$ cat config.mk
export PLATFORM = sky130hd
export DESIGN_NAME = gbl_front
export DESIGN_NICKNAME = d
export VERILOG_FILES = /design/src/rtl/gbl_pkg.sv /design/src/rtl/gbl_front.sv
export VERILOG_INCLUDE_DIRS = /design/src /design/src/rtl
export SDC_FILE = /design/constraint.sdc
export NUM_CORES = 1
export LEC_CHECK = 0
export ABC_CLOCK_PERIOD_IN_PS = 10100
export BUFFER_PORTS_ARGS = -buffer_cell sky130_fd_sc_hd__buf_2
export CORE_MARGIN = 2
export CORE_UTILIZATION = 42
export DETAILED_ROUTE_END_ITERATION = 8
export PLACE_DENSITY_LB_ADDON = 0.25
export SKIP_LAST_GASP = 1
export SLEW_MARGIN = 0
export SYNTH_ARGS = -nofsm -noshare
export SYNTH_HDL_FRONTEND = slang
export SYNTH_SLANG_ARGS = --single-unit
$ cat constraint.sdc
create_clock -name clock -period 10.1 [get_ports clock]
set_input_delay 1.515 -clock clock [delete_from_list [all_inputs] [get_ports clock]]
set_output_delay 1.515 -clock clock [all_outputs]
set_load 0.005 [all_outputs]
$ cat src/rtl/group_box_layout_defines.svh
// Assertion macros shared by the layout block.
`ifndef GROUP_BOX_LAYOUT_DEFINES_SVH
`define GROUP_BOX_LAYOUT_DEFINES_SVH
`ifndef SYNTH
`define GBL_ASSERT(label, clk, rst, prop, msg) \
   label: assert property (@(posedge clk) disable iff (rst) prop) else $error(msg);
`define GBL_ASSERT_NORST(label, clk, prop, msg) \
   label: assert property (@(posedge clk) prop) else $error(msg);
`else
`define GBL_ASSERT(label, clk, rst, prop, msg)
`define GBL_ASSERT_NORST(label, clk, prop, msg)
`endif
`endif

$ cat src/rtl/gbl_pkg.sv
package gbl_pkg;
   localparam int CW = 24;
   localparam int WW = 32;

   localparam logic [2:0] CSR_MODE   = 3'd0;
   localparam logic [2:0] CSR_MARGIN = 3'd1;
   localparam logic [2:0] CSR_MAXDIF = 3'd2;
   localparam logic [2:0] CSR_ORGX   = 3'd3;
   localparam logic [2:0] CSR_ORGY   = 3'd4;

   typedef struct packed {
      logic signed [CW-1:0] x0;
      logic signed [CW-1:0] y0;
      logic signed [CW-1:0] x1;
      logic signed [CW-1:0] y1;
   } box_type;

   // one entry of the front/back queue: a box plus group markers
   typedef struct packed {
      box_type box;
      logic    store;
      logic    last;
   } cmd_type;

   function automatic logic signed [CW-1:0] sat(input logic signed [WW-1:0] v);
      logic signed [WW-1:0] hi;
      logic signed [WW-1:0] lo;
      hi = WW'((64'sd1 <<< (CW-1)) - 1);
      lo = -hi - 1;
      if (v > hi) sat = hi[CW-1:0];
      else if (v < lo) sat = lo[CW-1:0];
      else sat = v[CW-1:0];
   endfunction
endpackage

$ cat src/rtl/gbl_front.sv
module gbl_front import gbl_pkg::*; #(
   parameter int MAX_MEMBERS = 16
) (
   input  logic           clock,
   input  logic           reset,
   input  logic           req_push,
   output logic           req_full,
   input  box_type        req_box,
   input  logic           req_last,
   output logic           q_valid,
   output cmd_type        q_data,
   input  logic           q_pop
);
   `include "group_box_layout_defines.svh"
   localparam int CNTW = $clog2(MAX_MEMBERS + 1);
   localparam int QD = 2;

   logic [CNTW-1:0] cnt_ff, cnt_in;
   cmd_type         q_ff [QD];
   logic [1:0]      qn_ff, qn_in;
   logic            acc;
   cmd_type         w;

   assign req_full = (qn_ff == 2'(QD));
   assign acc = req_push && !req_full;

   // classify: store while room, mark group end
   always_comb begin
      w.box = req_box;
      w.store = (cnt_ff < CNTW'(MAX_MEMBERS));
      w.last = req_last;
      cnt_in = cnt_ff;
      if (acc) begin
         if (req_last) cnt_in = '0;
         else if (w.store) cnt_in = cnt_ff + 1'b1;
      end
      qn_in = qn_ff + 2'(acc) - 2'(q_pop && q_valid);
   end

   assign q_valid = (qn_ff != 2'd0);
   assign q_data = q_ff[0];

   always_ff @(posedge clock) begin
      if (reset) begin
         cnt_ff <= '0;
         qn_ff <= '0;
      end else begin
         cnt_ff <= cnt_in;
         qn_ff <= qn_in;
      end
   end

   // two-entry shift queue; a full queue takes no new word, so a pop with
   // a push only happens with one word held
   always_ff @(posedge clock) begin
      if (q_pop && q_valid) begin
         if (acc && qn_ff == 2'd1) q_ff[0] <= w;
         else q_ff[0] <= q_ff[1];
      end else if (acc) begin
         q_ff[qn_ff[0]] <= w;
      end
   end

   `GBL_ASSERT(a_qbound, clock, reset, qn_ff <= 2'(QD), "queue overflow")
   `GBL_ASSERT(a_cnt, clock, reset, cnt_ff <= CNTW'(MAX_MEMBERS), "count overflow")
   `GBL_ASSERT(a_last, clock, reset, acc && req_last |=> cnt_ff == '0, "count not cleared")
endmodule

Yosys cells after proc, flatten, opt, wreduce, memory -nomap -nowiden
Memories as Yosys holds them, arrays and structs flattened.
Index checks and enable logic that the tools add are counted.
{ "totals": {"regBits": 7, "latch_bits": 0, "ram_bits": 196, "rom_bits": 0, "in_bits": 101, "out_inout_bits": 100, "word_cells": 33, "n_memories": 1} }
{ "op_classes": {"addsub": 3, "multipliers": 0, "div": 0, "magnitude_cmp": 1, "eq_ne": 2, "shifts": 0, "n_mux": 15, "n_bitwise": 1, "reduce_logical": 8} }
{ "memory_table": {"columns": ["memory", "words", "word_bits", "rd", "rd_clocked_by_memory_dff", "write_ports", "line", "source"], "rows": [
  ["q_ff", 2, 98, 2, 0, 1, "gbl_front.sv:19", "cmd_type q_ff [QD];"]
]} }
{ "op_table": {"columns": ["op", "count"], "rows": [
  ["$mux 98", 2],
  ["$reduce_or 98->1", 1],
  ["$mux 1", 11],
  ["$mux 5", 2],
  ["$add 5x1->5 const B", 1],
  ["$lt 5x5->1 const B", 1],
  ["$reduce_bool 2->1", 2],
  ["$logic_and 1x1->1", 3],
  ["$add 2x1->2", 1],
  ["$eq 2x1->1 const B", 1],
  ["$eq 2x2->1 const B", 1],
  ["$reduce_and 2->1", 1],
  ["$sub 2x1->2", 1],
  ["$logic_not 1->1", 1],
  ["$or 1x1->1", 1]
]} }

Longest topological paths before layout
{ "depth": {"word_depth": 9, "mapped_depth": 9, "ltp_nobuf": 9} }

Worst setup path after synthesis
OpenSTA, ideal clock, no wires.
{ "synth_timing": {"path_kind": "input port to flip-flop", "startpoint": "in req_push", "endpoint": "mem q_ff[0][0] (netlist name), enable pin", "setup_time_ps": 941, "t_arrival_ps": 7667, "t_required_ps": 9159, "slack_ps": 1492, "path_stages": 5, "cell_sequence": "nand2_1 -> inv_1 -> ha_1 -> and2_1 -> nor2_1"} }
{ "synth_between": {"elab_chain_len": 7} }
{ "synth_rtl": {"columns": ["item", "line", "source"], "rows": [
  ["start: declaration", "gbl_front.sv:6", "input logic req_push,"],
  ["$logic_and 1x1->1 *", "gbl_front.sv:25", "assign acc = req_push && !req_full;"],
  ["parallel branches: the longest is 6 deep, another holds $reduce_or 98->1", null, null],
  ["end: declaration", "gbl_front.sv:19", null]
]} }
Mark *: on every way between the ends.

Worst setup path in the final report
{ "layout_timing": {"startpoint": "in req_push", "endpoint": "mem q_ff[0][90] (netlist name), enable pin"} }
The elaborated chain is that of the path after synthesis.

==> flow_summary.ini <==
[placement]
place_area_um2 = 8780
port_buffers = 200
place.gp.congestion = 0.753
dp_hpwl_mm = 9.43
placedCellCount = 779

[routing]
num_vias = 3957
drtAntennaViolNets = 0
via_per_inst = 4.85
drt_pass1_iterations = 5
wl_per_cell_um = 17.4
routed_wl_mm = 14.2
drt_iter0_drc = 168
drcViolationCount = 0

[critical_path]
endpoint_kind = register
r2r_start = qn_ff[1]$_SDFF_PP0_
rrSetupSlack_ps = 6920
rr_endpoint = q_ff[0][90]$_DFFE_PP_
critPathLaunchType = input port
critPathArrivalTime_ps = 3850
crit_type = input port to register
critPathLaunch = req_push
required_ps = 10210
reg2reg_depth = 8
crit_fanout = 51

[sta]
rsz0062_at_grt = false
whs_ps = 495
finalClockSkew_ps = 6.43
slew_headroom_pct = 48.6
slew_violations = 0
hold_viol = 0
worst_pin_slew_ps = 771
fin_crit_sh_pct = 37.1
min_period_ps = 3750
setup_tns_ps = 0
setup_viol = 0
timing.fmax_ghz = 0.267

[pwr]
p_total_uw = 2520
powerDensity_nw_per_um2 = 268
power.leakage_uw = 0.00360
ir_drop_mv = 0.216

[layout]
regArea_um2 = 6030
n_antenna_cell = 0
nFillCells = 1447
final_cells = 816
multi_input_comb_area_um2 = 1410
final_nets = 682
layout-drive-gt1-share_pct = 53.6
final_area_um2 = 9400
area.growth.synth_to_final_pct = 24.7

[clocking]
clock_sinks = 203
root_buffer = clkbuf_16
clk_latency_ps = 470
cts_made_buffers = 21
post_cts_resized = 0
clk_pin_slew_worst_paths_ps = 60
cts_tree = yes
h-tree-depth = 1
ctsLongestPathBuffers = 3
cts_hold_buf = 0
post_cts_buffers = 0

[global_routing]
grt-ovfl-total = 0
grt_pass1_wl_mm = 21.6
grt_pass1_vias = 4252
grt_max_degree = 57
antenna_found_initial = 0
grt_use_total_pct = 14.7

[die]
io_pins = 201
coreArea_um2 = 17400
die_w_um = 138
start_util_pct = 43.3
rows = 48
die_y_um = 138
die-area_um2 = 19000

[logic_synthesis]
synth_area_leader_cell = edfxtp_1
synth_nets = 465
netlist.area_leader.share_pct = 78.1
seq_area_frac_synth_pct = 79.9
synth_area_um2 = 7540
ys_ff_latch = 203
ys_top_cells_by_area = edfxtp_1 78%, mux2_2 12%, mux2_1 2.8%
yosys_warnings = 0
avgSynthCellArea_um2 = 20.9
yosysUniqueCellTypes = 33
netlist_instances = 360

[status]
status = finished clean

[min_path]
hold_start = cnt_ff[1]$_SDFFE_PP0P_
hold_class = register to register
min_path_cells = 2
holdPathEnd = cnt_ff[1]$_SDFFE_PP0P_

[job]
drv_cap = 0
[logic make-up after synthesis]
logic type | count (synthesis) | synth area share (%)
and+or+nand+nor | 25 | 2.01
adders and majority gates | 4 | 0.664
buffers and inverters | 18 | 1.54
DFF | 203 | 79.9
muxes | 98 | 14.6
AOI/OAI and AO/OA | 11 | 1.11
xor gates and xnor gates | 1 | 0.116
[Yosys cell counts, drive strengths merged]
cell type	count
a211oi	1
a21oi	2
a31oi	2
a32o	1
and2	2
and3	2
buf	10
clkbuf	1
dfxtp	7
edfxtp	196
ha	4
inv	7
mux2	97
mux2i	1
nand2	2
nand2b	1
nand3b	1
nand4	1
nand4b	2
nor2	5
nor2b	5
nor3	1
nor3b	1
o211ai	1
o21ai	2
o31ai	2
or2	1
or4b	1
xor2	1
[worst max-delay path: stages]
cell and delay, ps:
buf_2 140, nand2_1 80, inv_1 60, ha_1 210, and2_4 360, nor2_4 170
buf_4 530, buf_4 680
[where the power goes]
group	total [µW]	internal (µW)	switching (µW)
Sequential	1300	1240	55.8
Combinational	523	211	312
Clock	700	409	291
[registers in the layout, indices dropped and copies added (netlist names)]
signal  flops
cnt_ff      5
q_ff      196
qn_ff       2
[placed cells by master (no fill, tap or decap), types with 2 or more instances in the layout]
master       n
and3_1       2
nand2_1      2
o31ai_1      2
nor2b_1      5
inv_1        6
clkbuf_1     7
a31oi_1      2
nor2_1       4
buf_2      200
ha_1         4
a21oi_1      2
clkinv_2     5
mux2_2      78
clkinv_1     2
buf_4        5
edfxtp_1   196
clkbuf_16   21
dfxtp_1      7
nand4b_1     2
mux2_1      19
[routing by layer]
layer,part of all wire (%),up-vias,global-route usage [%]
li1,-,1850,-
met1,40,1954,17.6
met2,50,128,25.9
met3,7.7,25,3.91
met4,2.2,0,4.54
met5,0,-,0
[per-stage QoR]
step           utilization, %  setup slack (ps)
2_1_floorplan               -              1490
3_3_place_gp             50.4              5890
3_5_place_dp             50.4              5820
4_1_cts                  54.0              6320
5_1_grt                  54.0              6160
6_report                 54.0              6350
[how the worst max path moves through the flow]
stage / end / depth (start not counted)
finish: q_ff[0][90]$_DFFE_PP_ / 8
floorplan: q_ff[0][0]$_DFFE_PP_ / 5
detailed placement: q_ff[0][95]$_DFFE_PP_ / 8
global placement: q_ff[0][81]$_DFFE_PP_ / 8
CTS: q_ff[0][77]$_DFFE_PP_ / 8
global route: q_ff[0][0]$_DFFE_PP_ / 8
[cell type report]
cell class	instances	share of cell area, %
clock buffer	28	5.87
sequential	203	64.1
clock inverter	9	0.745
inverter	7	0.280
multi-input combinational	139	15.0
tap	225	2.99
timing repair buffer	205	11.0
(Power assumes the default switching activity.)
